**src/snu_pkg.sv**
```systemverilog
// ----------------------------------------------------------------------------
// snu_pkg
// Shared types, constants and register codes of the spiking neuron
// update core: Q16.16 limits, model constants and the config register set.
// ----------------------------------------------------------------------------
package snu_pkg;

    // field widths
    localparam int Q_W       = 32;
    localparam int IDX_W     = 10;
    localparam int CFG_IDX_W = 3;
    localparam int CFG_DAT_W = 32;
    localparam int COUNT_W   = 11;
    localparam int RATE_W    = 16;
    localparam int BUMP_W    = 22;

    localparam int NEURON_COUNT_DEF = 1024;

    // q16.16 limits and model constants
    localparam logic signed [31:0] Q_MAX   = 32'sh7FFF_FFFF;
    localparam logic signed [31:0] Q_MIN   = 32'sh8000_0000;
    localparam logic signed [31:0] C140    = 32'sh008C_0000;
    localparam logic signed [31:0] V_PEAK  = 32'sh001E_0000;
    localparam logic signed [31:0] V_RESET = 32'shFFBF_0000;
    localparam logic [11:0]        K_004   = 12'd2621;
    localparam logic signed [15:0] K_02    = 16'sd13107;

    // config register indexes
    typedef enum logic [CFG_IDX_W-1:0] {
        REG_EXC_COUNT = 3'd0,
        REG_RATE_EXC  = 3'd1,
        REG_RATE_INH  = 3'd2,
        REG_BUMP_EXC  = 3'd3,
        REG_BUMP_INH  = 3'd4
    } cfg_reg_e;

    // config register reset values
    localparam logic [COUNT_W-1:0] EXC_COUNT_RST = 11'd800;
    localparam logic [RATE_W-1:0]  RATE_EXC_RST  = 16'd1311;
    localparam logic [RATE_W-1:0]  RATE_INH_RST  = 16'd6554;
    localparam logic [BUMP_W-1:0]  BUMP_EXC_RST  = 22'd524288;
    localparam logic [BUMP_W-1:0]  BUMP_INH_RST  = 22'd131072;

    typedef struct packed {
        logic [COUNT_W-1:0] excitatory_count;
        logic [RATE_W-1:0]  rate_excitatory;
        logic [RATE_W-1:0]  rate_inhibitory;
        logic [BUMP_W-1:0]  bump_excitatory;
        logic [BUMP_W-1:0]  bump_inhibitory;
    } cfg_t;

endpackage

```
**src/snu_cfg_if.sv**
```systemverilog
// ----------------------------------------------------------------------------
// snu_cfg_if
// Configuration write channel: register index and write data.
// ----------------------------------------------------------------------------
interface snu_cfg_if;
    logic                              valid;
    logic                              ready;
    logic [snu_pkg::CFG_IDX_W-1:0]     index;
    logic [snu_pkg::CFG_DAT_W-1:0]     data;

    modport source (
        output valid, index, data,
        input  ready
    );
    modport sink (
        input  valid, index, data,
        output ready
    );
endinterface

```
**src/snu_cfg_regs.sv**
```systemverilog
// ----------------------------------------------------------------------------
// snu_cfg_regs
// Configuration register file; writes to unknown indexes are dropped.
// ----------------------------------------------------------------------------
module snu_cfg_regs (
    input  logic            clk,
    input  logic            rst_n,
    snu_cfg_if.sink         cfg,
    output snu_pkg::cfg_t   cfg_q
);
    import snu_pkg::*;

    cfg_t regs_reg;

    assign cfg.ready = 1'b1;
    assign cfg_q     = regs_reg;

    always_ff @(posedge clk or negedge rst_n)
    begin
        if (!rst_n)
        begin
            regs_reg.excitatory_count <= EXC_COUNT_RST;
            regs_reg.rate_excitatory  <= RATE_EXC_RST;
            regs_reg.rate_inhibitory  <= RATE_INH_RST;
            regs_reg.bump_excitatory  <= BUMP_EXC_RST;
            regs_reg.bump_inhibitory  <= BUMP_INH_RST;
        end
        else if (cfg.valid)
        begin
            unique case (cfg.index)
                REG_EXC_COUNT: regs_reg.excitatory_count <= cfg.data[COUNT_W-1:0];
                REG_RATE_EXC:  regs_reg.rate_excitatory  <= cfg.data[RATE_W-1:0];
                REG_RATE_INH:  regs_reg.rate_inhibitory  <= cfg.data[RATE_W-1:0];
                REG_BUMP_EXC:  regs_reg.bump_excitatory  <= cfg.data[BUMP_W-1:0];
                REG_BUMP_INH:  regs_reg.bump_inhibitory  <= cfg.data[BUMP_W-1:0];
                default:       ;
            endcase
        end
    end

endmodule

```
**src/flat_wrapper.sv**
```systemverilog
// flat-port wrapper written by rule: the top's interface ports become plain ports
module snu_cfg_regs_flat import snu_pkg::*;
  (clk, rst_n, cfg_q, cfg_valid, cfg_index, cfg_data, cfg_ready);
  snu_cfg_if cfg_i ();
  input  logic clk;
  input  logic rst_n;
  output snu_pkg::cfg_t cfg_q;
  input wire logic [$bits(cfg_i.valid)-1:0] cfg_valid;
  input wire logic [$bits(cfg_i.index)-1:0] cfg_index;
  input wire logic [$bits(cfg_i.data)-1:0] cfg_data;
  output wire logic [$bits(cfg_i.ready)-1:0] cfg_ready;
  assign cfg_i.valid = cfg_valid;
  assign cfg_i.index = cfg_index;
  assign cfg_i.data = cfg_data;
  assign cfg_ready = cfg_i.ready;
  snu_cfg_regs u_core (.clk(clk), .rst_n(rst_n), .cfg(cfg_i), .cfg_q(cfg_q));
endmodule
```
**config.mk**
```make
export PLATFORM = sky130hd
export DESIGN_NAME = snu_cfg_regs_flat
export DESIGN_NICKNAME = d
export VERILOG_FILES = /design/src/snu_pkg.sv /design/src/snu_cfg_if.sv /design/src/snu_cfg_regs.sv /design/src/flat_wrapper.sv
export SDC_FILE = /design/constraint.sdc
export NUM_CORES = 1
export LEC_CHECK = 0
export ABC_AREA = 1
export BUFFER_PORTS_ARGS = -buffer_cell sky130_fd_sc_hd__buf_2
export CAP_MARGIN = 20
export CELL_PAD_IN_SITES_DETAIL_PLACEMENT = 0
export CELL_PAD_IN_SITES_GLOBAL_PLACEMENT = 1
export CORE_MARGIN = 2
export CORE_UTILIZATION = 32
export DETAILED_ROUTE_END_ITERATION = 16
export PLACE_DENSITY = 0.81
export SYNTH_ARGS = -nofsm -noshare
export SYNTH_HDL_FRONTEND = slang
export SYNTH_SLANG_ARGS = --single-unit
```
**constraint.sdc**
```tcl
create_clock -name clk -period 0.8 [get_ports clk]
set_input_delay 0.04 -clock clk [delete_from_list [all_inputs] [get_ports clk]]
set_output_delay 0.04 -clock clk [all_outputs]
set_load 0.01 [all_outputs]
```
Word-level counts from Yosys, hierarchy flattened
Cells that the tools add are included.

storage, ports and cells
  register bits after elaboration = 87
  input bits = 38
  word-level logic and storage cells = 15

operators by class
  equal/unequal tests = 4
  reductions and logical operators = 6

operators with widths
  cell                                                  count
  AND reduction 2 bit                                   5
  equality test 3 x 2 -> 1 bit (second input constant)  2
  equality test 3 x 1 -> 1 bit (second input constant)  1
  equality test 3 bit (second input constant)           1
  zero test 3 bit                                       1

Logic depth before layout (Yosys ltp)
  depth after elaboration = 2
  depth in mapped cells = 6
  mapped depth without buffers = 5

Worst setup path before layout
No wires, ideal clock.

  path type = input to register
  start = in cfg_valid
  end = reg u_core.regs_reg, in the netlist u_core.cfg_q[23]
  library setup time = 0.117 ns
  arrival time = 0.633 ns
  required time = 0.683 ns
  setup slack = 0.051 ns
  cell stages on the path = 6
  buffers on the path = 1
  path through = inv_2 nor2_1 nand2_1 buf_2 nand2_1 nand2_1

on the way
  longest elaborated chain between the ends = 1

ends and longest elaborated chain
  element                               line                source
  from (decl)                           flat_wrapper.sv:8   input wire logic [$bits(cfg_i.valid)-1:0] cfg_valid;
  AND reduction 2 bit (no source line)  n/a
  to (decl)                             snu_cfg_regs.sv:13  cfg_t regs_reg;

No other way between the ends.
A chain may end at the register's enable or synchronous reset.

Final worst setup path
  start = reg u_core.regs_reg, in the netlist u_core.cfg_q[45]
  end = out cfg_q[45] (netlist bit)

RTL lines
  element    line               source
  to (decl)  flat_wrapper.sv:7  output snu_pkg::cfg_t cfg_q;

No word-level cell between the ends.

==> flow_metrics.env <==
export IMPL_finalCritPeriodShare=1.331
export IMPL_yosys_area_top_type="dfrtp_1"
export IMPL_cp_start_kind="flop"
export IMPL_die_area_um2=11880
export IMPL_antennaDiodeCount=0
export IMPL_place_gp_congestion=0.8176
export IMPL_cts_buffers=9
export IMPL_hp_class="in -> async"
export IMPL_drc_errors=0
export IMPL_totalWireLength_um=11200
export IMPL_ctsRootBufferMaster="clkbuf_8"
export IMPL_worst_ep_arrival_time_ps=1020
export IMPL_run_status="complete, but fails checks"
export IMPL_worstPathCellList="buf_6"
export IMPL_firstDrtPassIters=4
export IMPL_vias_per_cell=4.663
export IMPL_fmax_mhz=939.5
export IMPL_cp_top_family="flip-flops"
export IMPL_netlist_top_cells_area="dfrtp_1, nand2_1, dfstp_2, nand3_1, buf_2"
export IMPL_finalMaxSlewViolations=0
export IMPL_synth_compound_area_frac=0
export IMPL_min_period_ps=1064
export IMPL_die_x_um=109.0
export IMPL_critical_path_max_stage_delay_ps=560
export IMPL_synthCells=390
export IMPL_insertion_delay_ps=360
export IMPL_synth_xor_area_frac=0
export IMPL_syn_cell_area_um2=3527
export IMPL_place_area_um2=4425
export IMPL_rsz0062_at_grt="true"
export IMPL_drt_initial_drc_count=137
export IMPL_grt_pass1_wl_um=17350
export IMPL_critical_path_depth=1
export IMPL_nets=614
export IMPL_place_hpwl_um=7642
export IMPL_ir_worst_vdd_v=0.001135
export IMPL_avgSynthCellArea_um2=9.044
export IMPL_antenna_found_initial=0
export IMPL_top_level_ports=126
export IMPL_yosysWarnings=0
export IMPL_clk_pin_slew_ps=90
export IMPL_start_util=0.3268
export IMPL_largest_reg_flops=87
export IMPL_coreArea_um2=10790
export IMPL_worstSetupEndpointType="primary output"
export IMPL_power_density_nw_per_um2=2392
export IMPL_port_buffers=114
export IMPL_cp_num_buf_inv=1
export IMPL_yosysTopAreaCellShare=0.4824
export IMPL_synth_cell_type_count=13
export IMPL_finish_utilization=0.4998
export IMPL_critical_path_class="reg -> out"
export IMPL_ant_nets=0
export IMPL_finClkSkew_ps=0
export IMPL_cp_required_ps=760
export IMPL_hold_viol=0
export IMPL_slowest_stage="dfstp_2"
export IMPL_leakagePower_nw=2.940
export IMPL_grt_total_usage=0.1955
export IMPL_p_total_mw=12.90
export IMPL_vias=3362
export IMPL_synth_top_family_by_area="simple AND/OR/NAND/NOR gates"
export IMPL_avgRoutedWirePerCell_um=15.53
export IMPL_drive_above_1_share=0.3855
export IMPL_mostFrequentLayoutCells="nand2_1, nand3_1, buf_2"
export IMPL_fill_cells=1036
export IMPL_area_growth_syn_to_layout_pct=52.93
export IMPL_muxShareOfSynthArea=0
export IMPL_final_common_cell="nand2_1"
export IMPL_h_tree_depth=3
export IMPL_synth_adder_area_share=0
export IMPL_clkSinkCount=87
export IMPL_overflow=0
export IMPL_grt_pass1_vias=3365
export IMPL_grt_max_degree=23
export IMPL_ys_seq_elements=87
export IMPL_cts_buffer_depth=2
export IMPL_synth_nets=428
export IMPL_synth_simple_gate_area_frac=0.3299
export IMPL_tritoncts="done"
export IMPL_design_area_um2=5394
export IMPL_drv_cap=0
export IMPL_synth_yosys_seq_area_share=0.6240
export IMPL_fin_ws_ps=-264.4
export IMPL_cp_max_fo=2
export IMPL_rows=38
export IMPL_violations="negative setup slack"
export IMPL_setup_viol=93
export IMPL_ff2ff_path_depth=4
export IMPL_die_height_um=109.0
-- through the flow --
stage	std cells	hold WS, ps	setup WS [ps]	setup TNS (ps)
CTS	709	75.76	-281.3	-14720
finish	721	93.19	-264.4	-13300
global placement	648	-65.77	-67.83	-3848
detailed placement	648	-68.58	-116.9	-6711
global route	721	94.40	-295.5	-16410
floorplan	390	-255.6	50.73	0
-- cells by family (layout without fill, tap and decap cells) --
kind of cell	after synthesis	count (layout)
simple gates	273	273
buf+inv	29	220
flops	87	87
other cells	1	1
-- synthesized netlist by cell type --
| library cell | instances |
|---|---|
| nand2_1 | 180 |
| nand3_1 | 87 |
| dfrtp_1 | 68 |
| dfstp_2 | 19 |
| buf_2 | 16 |
| buf_4 | 6 |
| inv_2 | 5 |
| nor2_4 | 3 |
| nor2_1 | 2 |
| buf_6 | 1 |
| clkbuf_1 | 1 |
| conb_1 | 1 |
| nand2_4 | 1 |
-- where the power goes --
part           internal [mW]  switching (mW)  total, mW
Clock                   1.76            1.56       3.32
Combinational           1.95            1.73       3.68
Sequential              5.36           0.546       5.90
Total                   9.07            3.84       12.9
-- what timing repair did --
action	CTS	global route
gates resized for setup	30	21
setup endpoints to repair	87	89
hold buffers	23	0
pin swaps	0	2
setup buffers	22	12
endpoints found under the hold margin	151	0
-- worst paths after layout --
path | from | end | slack [ps]
setup / recovery | u_core.cfg_q[45]$_DFFE_PN1P_ | cfg_q[45] | -260
hold / removal | rst_n | u_core.cfg_q[57]$_DFFE_PN0P_ | 90
setup reg to reg | u_core.cfg_q[79]$_DFFE_PN0P_ | u_core.cfg_q[79]$_DFFE_PN0P_ | -40
hold reg to reg | u_core.cfg_q[31]$_DFFE_PN0P_ | u_core.cfg_q[31]$_DFFE_PN0P_ | 470
max in group asynchronous | rst_n | u_core.cfg_q[52]$_DFFE_PN1P_ | 220
min in group clk | cfg_index[0] | u_core.cfg_q[51]$_DFFE_PN1P_ | 140
-- routing by layer --
metal | up-vias | global-route usage | part of all wire | wire length [um]
met5 | - | 0 | 0 | 0
met4 | 0 | 0.07326 | 0.016 | 181
met3 | 16 | 0.04842 | 0.057 | 642
met2 | 86 | 0.3194 | 0.49 | 5494
met1 | 1648 | 0.2508 | 0.44 | 4880
li1 | 1612 | - | - | -
-- area by class of cell --
class / count / area, um2 / share of cell area
Clock buffer: 12 / 135.1 / 0.02505
Clock inverter: 4 / 70.07 / 0.01299
Inverter: 5 / 18.77 / 0.003479
Multi-Input combinational cell: 274 / 1195 / 0.2215
Sequential cell: 87 / 2201 / 0.4080
Tap cell: 140 / 175.2 / 0.03248
Timing Repair Buffer: 199 / 1599 / 0.2965
(Power assumes the default switching activity.)
